<file path="config.mk">
export PLATFORM = sky130hd
export DESIGN_NAME = mlfq_schedule_simulator_core
export DESIGN_NICKNAME = d
export VERILOG_FILES = /design/src/sv/mlfq_pkg.sv /design/src/sv/mlfq_schedule_simulator_core.sv
export SDC_FILE = /design/constraint.sdc
export NUM_CORES = 2
export LEC_CHECK = 0
export BUFFER_PORTS_ARGS = -buffer_cell sky130_fd_sc_hd__buf_2
export CAP_MARGIN = 20
export CORE_MARGIN = 8
export CORE_UTILIZATION = 35
export CTS_CLUSTER_DIAMETER = 80
export DETAILED_ROUTE_END_ITERATION = 8
export PLACE_DENSITY = 0.57
export SETUP_SLACK_MARGIN = 0.15
export SLEW_MARGIN = 20
export SYNTH_ARGS = -nofsm -noshare
export SYNTH_HDL_FRONTEND = slang
export SYNTH_SLANG_ARGS = --single-unit
</file>
<file path="constraint.sdc">
create_clock -name clk -period 8.6 [get_ports clk]
set_input_delay 0.43 -clock clk [delete_from_list [all_inputs] [get_ports clk]]
set_output_delay 0.43 -clock clk [all_outputs]
set_load 0.1 [all_outputs]
</file>
<file path="src/sv/mlfq_pkg.sv">
// ----------------------------------------------------------------------------
// mlfq_pkg
// Shared types and constants for the multilevel feedback queue scheduler core.
// ----------------------------------------------------------------------------
package mlfq_pkg;

  typedef enum logic [2:0] {
    ST_IDLE,
    ST_SHIFT,
    ST_ARRIVE,
    ST_PICK,
    ST_RUN,
    ST_OUTPUT
  } state_t;

  // Configuration register indexes
  localparam logic [2:0] REG_LEVEL_COUNT = 3'd0;
  localparam logic [2:0] REG_QUANTUM0    = 3'd1;
  localparam logic [2:0] REG_QUANTUM1    = 3'd2;
  localparam logic [2:0] REG_QUANTUM2    = 3'd3;
  localparam logic [2:0] REG_QUANTUM3    = 3'd4;

  localparam logic [2:0]  LEVEL_COUNT_RESET = 3'd3;
  localparam logic [15:0] QUANTUM0_RESET    = 16'd2;
  localparam logic [15:0] QUANTUM1_RESET    = 16'd4;
  localparam logic [15:0] QUANTUM2_RESET    = 16'd8;
  localparam logic [15:0] QUANTUM3_RESET    = 16'd16;

  localparam int TW = 23;          // time width
  localparam int NUM_QUANTA = 4;
  localparam int OUT_DATA_W = 184;

endpackage

</file>
<file path="src/sv/mlfq_schedule_simulator_core.sv">
// ----------------------------------------------------------------------------
// mlfq_schedule_simulator_core
// Loads processes as (arrival, burst) pairs and simulates a multilevel
// feedback queue schedule, then streams per-process timing results.
// ----------------------------------------------------------------------------
// Usage: each input transaction on the s_axis side carries one process. It is
// kept in a table sorted by arrival (stable, ties keep load order). A load
// moves each entry with a later arrival up one slot, then writes the new
// entry into the gap. Loads beyond MAX_PROCS are dropped and flagged.
// The transaction with s_axis_tlast high starts the simulation: each arrival
// enters level 0 in an arrival check, each time slice runs as an arrival
// check, a queue pop, then execute and requeue, and an idle stretch is an
// arrival check and a clock jump to the next arrival. The run is paced by
// the single queue-slot memory port and the shared time adder.
// Results then leave on m_axis, one per process in arrival order, one per
// cycle while m_axis_tready is high; m_axis_tlast marks the final one.
// A stalled receiver holds the result register and the sequencer waits.
// s_axis_tready is low from an accepted item until its load or the whole
// run is finished. Reset clears the process set and loads the default
// configuration (3 levels, quanta 2, 4, 8, 16); configuration is kept
// across runs.
// ----------------------------------------------------------------------------
module mlfq_schedule_simulator_core
  import mlfq_pkg::*;
#(
  parameter int MAX_PROCS  = 16,
  parameter int MAX_LEVELS = 4
) (
  input  logic                  clk,
  input  logic                  rst,
  input  logic                  s_axis_tvalid,
  output logic                  s_axis_tready,
  // arrival_time [15:0], burst_time [31:16]
  input  logic [31:0]           s_axis_tdata,
  input  logic                  s_axis_tlast,   // last_process
  output logic                  m_axis_tvalid,
  input  logic                  m_axis_tready,
  // process_number [6:0], arrival_echo [22:7], burst_echo [38:23],
  // start_time [61:39], completion_time [84:62], turnaround_time [107:85],
  // waiting_time [130:108], response_time [153:131], idle_total [176:154],
  // dropped_flag [177], zero fill [183:178]
  output logic [OUT_DATA_W-1:0] m_axis_tdata,
  output logic                  m_axis_tlast,   // last_result
  input  logic                  cfg_we,
  input  logic [2:0]            cfg_index,
  input  logic [15:0]           cfg_data
);

  localparam int PW = (MAX_PROCS > 1) ? $clog2(MAX_PROCS) : 1;
  localparam int CW = $clog2(MAX_PROCS + 1);
  localparam int LW = (MAX_LEVELS > 1) ? $clog2(MAX_LEVELS) : 1;
  localparam logic [CW:0] MAXP = (CW+1)'(MAX_PROCS);
  localparam logic [3:0]  MAXL = 4'(MAX_LEVELS);

  // configuration
  logic [2:0]  level_count;
  logic [15:0] quanta [NUM_QUANTA];

  // process table
  logic [15:0]   arrival_store   [MAX_PROCS];
  logic [15:0]   burst_store     [MAX_PROCS];
  logic [PW-1:0] order_store     [MAX_PROCS];
  logic [15:0]   remaining_store [MAX_PROCS];
  logic [TW-1:0] start_store     [MAX_PROCS];
  logic [TW-1:0] finish_store    [MAX_PROCS];
  logic [MAX_PROCS-1:0] started_flags;

  logic [PW-1:0] queue_slots [MAX_LEVELS][MAX_PROCS];
  logic [PW-1:0] queue_heads  [MAX_LEVELS];
  logic [CW-1:0] queue_counts [MAX_LEVELS];

  logic [CW-1:0] loaded_count, next_arrival, done_count, pos, out_k;
  logic [TW-1:0] clock_now, idle_ticks;
  logic          overflow_seen;
  logic [15:0]   in_arrival, in_burst;
  logic          in_last;
  logic [PW-1:0] run_idx;
  logic [LW-1:0] run_lv;

  state_t state, state_next;

  // ---------------------------------------------------------------- helpers
  logic [3:0]    levels;
  logic [3:0]    lc_ext;
  logic          lv_found;
  logic [LW-1:0] lv_sel;
  logic [CW-1:0] pos_m1;
  logic          shift_more;
  logic          arr_ready;
  logic [15:0]   q_sel, ex;
  logic [15:0]   rem_cur, rem_new;
  logic [TW-1:0] clock_run;
  logic [LW-1:0] push_lv;
  logic [LW-1:0] push_lv_w;
  logic [PW-1:0] push_tail;
  logic [CW:0]   tail_sum;
  logic [PW-1:0] nai_idx, k_idx;
  logic          s_acc, out_load;

  function automatic logic [PW-1:0] wrap_inc(input logic [PW-1:0] v);
    logic [CW:0] t;
    t = (CW+1)'(v) + 1'b1;
    if (t >= MAXP) t = '0;
    return t[PW-1:0];
  endfunction

  always_comb begin
    lc_ext = {1'b0, level_count};
    levels = (lc_ext == 4'd0) ? 4'd1 : lc_ext;
    if (levels > 4'd4) levels = 4'd4;
    if (levels > MAXL) levels = MAXL;
  end

  // Highest-priority non-empty level within the levels in use.
  always_comb begin
    lv_found = 1'b0;
    lv_sel   = '0;
    for (int l = MAX_LEVELS - 1; l >= 0; l--) begin
      if ((4'(l) < levels) && (queue_counts[l] != '0)) begin
        lv_found = 1'b1;
        lv_sel   = LW'(l);
      end
    end
  end

  assign pos_m1     = pos - 1'b1;
  assign shift_more = (pos != '0) && (arrival_store[pos_m1[PW-1:0]] > in_arrival);
  assign nai_idx    = next_arrival[PW-1:0];
  assign arr_ready  = (next_arrival < loaded_count) &&
                      ({7'd0, arrival_store[nai_idx]} <= clock_now);
  assign k_idx      = out_k[PW-1:0];

  always_comb begin
    q_sel = quanta[0];
    for (int l = 0; l < NUM_QUANTA; l++) begin
      if (4'(run_lv) == 4'(l)) q_sel = quanta[l];
    end
    if (q_sel == '0) q_sel = 16'd1;
  end

  assign rem_cur   = remaining_store[run_idx];
  assign ex        = (rem_cur < q_sel) ? rem_cur : q_sel;
  assign rem_new   = rem_cur - ex;
  assign clock_run = clock_now + TW'(ex);
  assign push_lv   = ((4'(run_lv) + 4'd1) < levels) ? LW'(4'(run_lv) + 4'd1) : run_lv;
  assign push_lv_w = (state == ST_RUN) ? push_lv : '0;

  always_comb begin
    tail_sum = (CW+1)'(queue_heads[push_lv_w]) + (CW+1)'(queue_counts[push_lv_w]);
    if (tail_sum >= MAXP) tail_sum = tail_sum - MAXP;
    push_tail = tail_sum[PW-1:0];
  end

  assign s_axis_tready = (state == ST_IDLE);
  assign s_acc         = s_axis_tvalid && s_axis_tready;
  assign out_load      = (state == ST_OUTPUT) && (!m_axis_tvalid || m_axis_tready);

  // ------------------------------------------------------------ next state
  always_comb begin
    state_next = state;
    case (state)
      ST_IDLE: begin
        if (s_acc) begin
          if (loaded_count < CW'(MAX_PROCS)) state_next = ST_SHIFT;
          else if (s_axis_tlast) state_next = ST_ARRIVE;
        end
      end
      ST_SHIFT: begin
        if (!shift_more) state_next = in_last ? ST_ARRIVE : ST_IDLE;
      end
      ST_ARRIVE: begin
        if (done_count == loaded_count) state_next = ST_OUTPUT;
        else if (!arr_ready) state_next = ST_PICK;
      end
      ST_PICK: begin
        if (lv_found) state_next = ST_RUN;
        else if (next_arrival >= loaded_count) state_next = ST_OUTPUT;
        else state_next = ST_ARRIVE;
      end
      ST_RUN: state_next = ST_ARRIVE;
      ST_OUTPUT: begin
        if (out_load && (out_k + 1'b1 == loaded_count)) state_next = ST_IDLE;
      end
      default: state_next = ST_IDLE;
    endcase
  end

  always_ff @(posedge clk) begin
    if (rst) state <= ST_IDLE;
    else state <= state_next;
  end

  // ------------------------------------------------------------ configuration
  always_ff @(posedge clk) begin
    if (rst) begin
      level_count <= LEVEL_COUNT_RESET;
      quanta[0]   <= QUANTUM0_RESET;
      quanta[1]   <= QUANTUM1_RESET;
      quanta[2]   <= QUANTUM2_RESET;
      quanta[3]   <= QUANTUM3_RESET;
    end else if (cfg_we) begin
      case (cfg_index)
        REG_LEVEL_COUNT: level_count <= cfg_data[2:0];
        REG_QUANTUM0:    quanta[0]   <= cfg_data;
        REG_QUANTUM1:    quanta[1]   <= cfg_data;
        REG_QUANTUM2:    quanta[2]   <= cfg_data;
        REG_QUANTUM3:    quanta[3]   <= cfg_data;
        default: ;
      endcase
    end
  end

  // ------------------------------------------------------------ table stores
  always_ff @(posedge clk) begin
    if (s_acc) begin
      in_arrival <= s_axis_tdata[15:0];
      in_burst   <= s_axis_tdata[31:16];
      in_last    <= s_axis_tlast;
    end
    if (state == ST_SHIFT) begin
      if (shift_more) begin
        arrival_store[pos[PW-1:0]]   <= arrival_store[pos_m1[PW-1:0]];
        burst_store[pos[PW-1:0]]     <= burst_store[pos_m1[PW-1:0]];
        order_store[pos[PW-1:0]]     <= order_store[pos_m1[PW-1:0]];
        remaining_store[pos[PW-1:0]] <= remaining_store[pos_m1[PW-1:0]];
      end else begin
        arrival_store[pos[PW-1:0]]   <= in_arrival;
        burst_store[pos[PW-1:0]]     <= in_burst;
        order_store[pos[PW-1:0]]     <= loaded_count[PW-1:0];
        remaining_store[pos[PW-1:0]] <= in_burst;
      end
    end
    if (state == ST_RUN) begin
      remaining_store[run_idx] <= rem_new;
      if (!started_flags[run_idx]) start_store[run_idx] <= clock_now;
      if (rem_new == '0) finish_store[run_idx] <= clock_run;
      else queue_slots[push_lv][push_tail] <= run_idx;
    end
    if ((state == ST_ARRIVE) && (done_count != loaded_count) && arr_ready) begin
      queue_slots[0][push_tail] <= nai_idx;
    end
    if ((state == ST_PICK) && lv_found) begin
      run_idx <= queue_slots[lv_sel][queue_heads[lv_sel]];
      run_lv  <= lv_sel;
    end
  end

  // ------------------------------------------------------------ control state
  always_ff @(posedge clk) begin
    if (rst) begin
      loaded_count  <= '0;
      next_arrival  <= '0;
      done_count    <= '0;
      clock_now     <= '0;
      idle_ticks    <= '0;
      overflow_seen <= 1'b0;
      started_flags <= '0;
      pos           <= '0;
      out_k         <= '0;
      for (int l = 0; l < MAX_LEVELS; l++) begin
        queue_heads[l]  <= '0;
        queue_counts[l] <= '0;
      end
    end else begin
      case (state)
        ST_IDLE: begin
          if (s_acc) begin
            pos <= loaded_count;
            if (loaded_count >= CW'(MAX_PROCS)) overflow_seen <= 1'b1;
          end
        end
        ST_SHIFT: begin
          if (shift_more) pos <= pos_m1;
          else loaded_count <= loaded_count + 1'b1;
        end
        ST_ARRIVE: begin
          if ((done_count != loaded_count) && arr_ready) begin
            queue_counts[0] <= queue_counts[0] + 1'b1;
            next_arrival    <= next_arrival + 1'b1;
          end
        end
        ST_PICK: begin
          if (lv_found) begin
            queue_heads[lv_sel]  <= wrap_inc(queue_heads[lv_sel]);
            queue_counts[lv_sel] <= queue_counts[lv_sel] - 1'b1;
          end else if (next_arrival < loaded_count) begin
            idle_ticks <= idle_ticks + ({7'd0, arrival_store[nai_idx]} - clock_now);
            clock_now  <= {7'd0, arrival_store[nai_idx]};
          end
        end
        ST_RUN: begin
          started_flags[run_idx] <= 1'b1;
          clock_now <= clock_run;
          if (rem_new == '0) done_count <= done_count + 1'b1;
          else queue_counts[push_lv] <= queue_counts[push_lv] + 1'b1;
        end
        ST_OUTPUT: begin
          if (out_load) begin
            if (out_k + 1'b1 == loaded_count) begin
              // Last result is in the output register: clear the set.
              out_k         <= '0;
              loaded_count  <= '0;
              next_arrival  <= '0;
              done_count    <= '0;
              clock_now     <= '0;
              idle_ticks    <= '0;
              overflow_seen <= 1'b0;
              started_flags <= '0;
              for (int l = 0; l < MAX_LEVELS; l++) begin
                queue_heads[l]  <= '0;
                queue_counts[l] <= '0;
              end
            end else begin
              out_k <= out_k + 1'b1;
            end
          end
        end
        default: ;
      endcase
    end
  end

  // ------------------------------------------------------------ result register
  logic [TW-1:0] r_arr, r_st, r_ct, r_tat, r_wt, r_rsp;

  assign r_arr = {7'd0, arrival_store[k_idx]};
  assign r_st  = start_store[k_idx];
  assign r_ct  = finish_store[k_idx];
  assign r_tat = r_ct - r_arr;
  assign r_wt  = r_tat - {7'd0, burst_store[k_idx]};
  assign r_rsp = r_st - r_arr;

  always_ff @(posedge clk) begin
    if (rst) begin
      m_axis_tvalid <= 1'b0;
    end else if (out_load) begin
      m_axis_tvalid <= 1'b1;
    end else if (m_axis_tready) begin
      m_axis_tvalid <= 1'b0;
    end
  end

  always_ff @(posedge clk) begin
    if (out_load) begin
      m_axis_tdata <= {6'd0, overflow_seen, idle_ticks, r_rsp, r_wt, r_tat, r_ct, r_st,
                       burst_store[k_idx], arrival_store[k_idx],
                       7'(order_store[k_idx]) + 7'd1};
      m_axis_tlast <= (out_k + 1'b1 == loaded_count);
    end
  end

endmodule
</file>
==> impl_results.md <==
- H-tree depth: 4
- Sw power: 12.19 mW
- Tmin final: 7.894 ns
- Vias in the first global route: 60760
- Final setup margin: 0.7058 ns
- I/O Buffers: 235
- Slew @ Worst Pin: ~1.1 ns
- DIE WIDTH: about 560 um
- P&R area growth vs syn: 14.89%
- Max Slew Vio Count: 0
- Peak VDD IR: 0.3340 mV
- Combinational share of power: 31.5%
- CTS Buffer Depth: 3
- Synthesis warning total: 0
- Relative slew slack: 24.86%
- Clk_skew: 0.06767 ns
- Worst hold start: cfg_index[1]
- Syn Area/Cell: roughly 17 um^2
- Cell family with most CP delay: compound AO/OA/AOI/OAI gates
- PwrDens: 313.9 mW/mm^2
- Commonest cells post-synth: 2140 x edfxtp_1, 803 x mux4_2, 307 x nor2_1
- Total CTS buffers: 239
- Clock Sinks: 2247
- Post-Syn Area: ~0.10 mm^2
- Seq/Total Area, Yosys: 64.35%
- Setup crit start: run_lv[0]$_DFFE_PP_
- Total gr overflow: 0
- Bufs and invs on worst path: 6
- Total Neg Setup Slack: 0 ns
- Mapped Cells: 5966
- Layout cell share with drive strength beyond 1: 27.89%
- CP Max Fanout: 29
- Clock root cell: clkbuf_16
- Sw Share: 32.76%
- Final hold vios: 0
- Clk pwr share: 27.9%
- Drt pass-1 iters: 8
- First-pass GRT wire length: 439100 um
- Vias: 60290
- GR Util All Layers: between 10% and 20%
- Vias/cell: 5.740
- P_int: 25.03 mW
- Non-Filler Instances: 10500
- Pre-CTS WS: between 0.4 and 0.5 ns
- Critical path arrival: 8.43 ns
- RSZ-0062 raised after global routing: no
- Async set or reset register ratio after synthesis: 0%
- Reg power frac: 40.6%
- CTS tree: yes
- Worst Path Required: 9.13 ns
- Area share of the leading cell type in the synthesized netlist: 62.27%
- Setup violators final: 0
- EDFF count, synth: about 2100
- Initial DRC count: 7016
- Maxcap violations: 0
- CP max stage cell: edfxtp_1
- Routed WL per cell: 29.00 um
- FF-to-FF Start: run_lv[0]$_DFFE_PP_
- Antenna-violating nets left: 0
- Largest net degree at the start of global routing: 117
- Worst-Skew Late Latency: 0.90 ns
- Initial Util: 35.15%
- Synth top area cells: edfxtp_1 62%, mux4_2 18%, ha_1 2.2%
- Placed insts: between 9000 and 10000
- Clock-pin slew on the worst setup and hold paths: 0.06 ns
- WS Path Type: reg -> reg
- Routed wire length: 304700 um
- Outcome: finished clean
- Worst Setup Start Kind: flop
- Dominant synthesized flop cell: edfxtp_1
- Pleak: 37.89 nW
- Final net count: 6632
- #FFs+latches synth: about 2200
- Worst Hold Class: in -> reg
- Period utilisation layout: 91.79%
- Setup crit end kind: flop
- Synth cell types: 100
- # rows: about 200
- Area leader, netlist: edfxtp_1
- Dpl hpwl: 196200 um
- Core footprint: 0.2936 mm^2
- DRC: 0
- Top-count cell post-synth: edfxtp_1
- Initial antenna violation count: 28
- FMAX: 0.1267 GHz
- Die H: 559.0 um
- Die area: 0.3125 mm^2
- IO Count: 244
- GPL Wtd Cong: 0.8757
- Slowest stage delay, CP: 0.52 ns
## logic make-up (layout without fill, tap and decap cells)
logic type | Yosys count | count (layout) | share of synthesized area (%)
compound gates | 773 | 773 | 5.218
xor+xnor | 140 | 140 | 1.216
fa+ha+maj | 204 | 204 | 2.633
buf+inv | 560 | 1159 | 2.198
flops | 2247 | 2247 | 64.35
mux | 991 | 991 | 19.44
other cells | 1 | 21 | 0.003634
simple gates | 1050 | 1050 | 4.941
## layout make-up
| type | count | area (um^2) |
|---|---|---|
| Antenna cell | 13 | 32.53 |
| Fill cell | 26170 | 175000 |
| Tap cell | 3919 | 4903 |
| Multi-Input combinational cell | 3166 | 34990 |
| Timing Repair Buffer | 496 | 3453 |
| Sequential cell | 2247 | 66430 |
| Clock buffer | 285 | 6332 |
| Inverter | 221 | 839.6 |
| Clock inverter | 157 | 1587 |
## path summary, 6_finish.rpt
check                                  end  slack (ns)  cells after the start
max          finish_store[3][21]$_DFFE_PP_        0.71                     29
min             quanta[0][1]$_SDFFCE_PN1P_        0.10                      3
max reg2reg  finish_store[3][21]$_DFFE_PP_        0.71                     29
min reg2reg    m_axis_tdata[169]$_DFFE_PP_        0.47                      0
## per-stage QoR
| stage | cell area, um^2 | power [mW] | utilization, % | hold WS (ns) |
|---|---|---|---|---|
| 2_1_floorplan | 103200 | 22.79 | - | 0.4090 |
| 3_3_place_gp | 110000 | 26.76 | 37.47 | 0.4413 |
| 3_5_place_dp | 110000 | 27.03 | 37.48 | 0.4544 |
| 4_1_cts | 118500 | 37.43 | 40.35 | 0.03612 |
| 5_1_grt | 118600 | 38.85 | 40.38 | 0.08598 |
| 6_report | 118600 | 37.22 | 40.39 | 0.1002 |
## registers in the layout, summed over array words and instances, names as in the netlist, 16 cells and up, named ones only
| name | count |
|---|---|
| finish_store | 368 |
| start_store | 368 |
| arrival_store | 256 |
| burst_store | 256 |
| queue_slots | 256 |
| remaining_store | 256 |
| m_axis_tdata | 176 |
| order_store | 64 |
| quanta | 64 |
| clock_now | 23 |
| idle_ticks | 23 |
| queue_counts | 20 |
| in_arrival | 16 |
| in_burst | 16 |
| queue_heads | 16 |
| started_flags | 16 |
## what timing repair did
| action | 4_1_cts | 5_1_grt |
|---|---|---|
| endpoints found under the hold margin | 100 | 0 |
| resized for setup | 0 | 6 |
| hold buffers | 52 | 0 |
| buffers inserted | 0 | 2 |
| endpoints found under the setup margin | 0 | 513 |
## layout by cell type (no fill, tap or decap), types with 28 or more instances in the layout
cell type,count
nand2b_1,30
a221oi_1,35
a22oi_1,46
xor2_1,38
nor2_1,257
buf_2,235
nor2b_1,42
o21a_1,29
dfxtp_1,97
nand2_1,246
a31oi_1,50
dlygate4sd3_1,52
and2_1,83
mux2i_1,107
a21o_1,40
nor3_1,80
clkinv_2,57
inv_1,216
xnor2_1,96
clkbuf_1,36
nand3_1,80
clkbuf_16,246
and3_1,28
mux2_2,79
buf_4,194
o21ai_0,118
nor2_2,32
clkinv_1,45
ha_1,179
o211ai_1,32
edfxtp_1,2140
a211oi_1,45
mux4_2,803
a21oi_1,154
## worst min-delay path, cell delays in order
cell	delay, ns
buf_2	0.14
nor3_2	0.16
nand2b_1	0.10
## power by group through the flow
stage          registers, mW  logic [mW]  clock network (mW)
2_1_floorplan           15.3        7.46                   0
3_3_place_gp            15.3        11.4                   0
3_5_place_dp            15.4        11.7                   0
4_1_cts                 15.1        11.7                10.6
5_1_grt                 15.2        12.7                11.0
6_report                15.1        11.7                10.4
## per-layer routing
metal	routed length, um	vias up	GRT usage, %
li1	-	25210	-
met1	129100	31820	26.60
met2	142000	2799	30.00
met3	25390	449	3.711
met4	8032	6	4.984
met5	41	-	0
No activity file was read; power rests on OpenSTA's default activity.
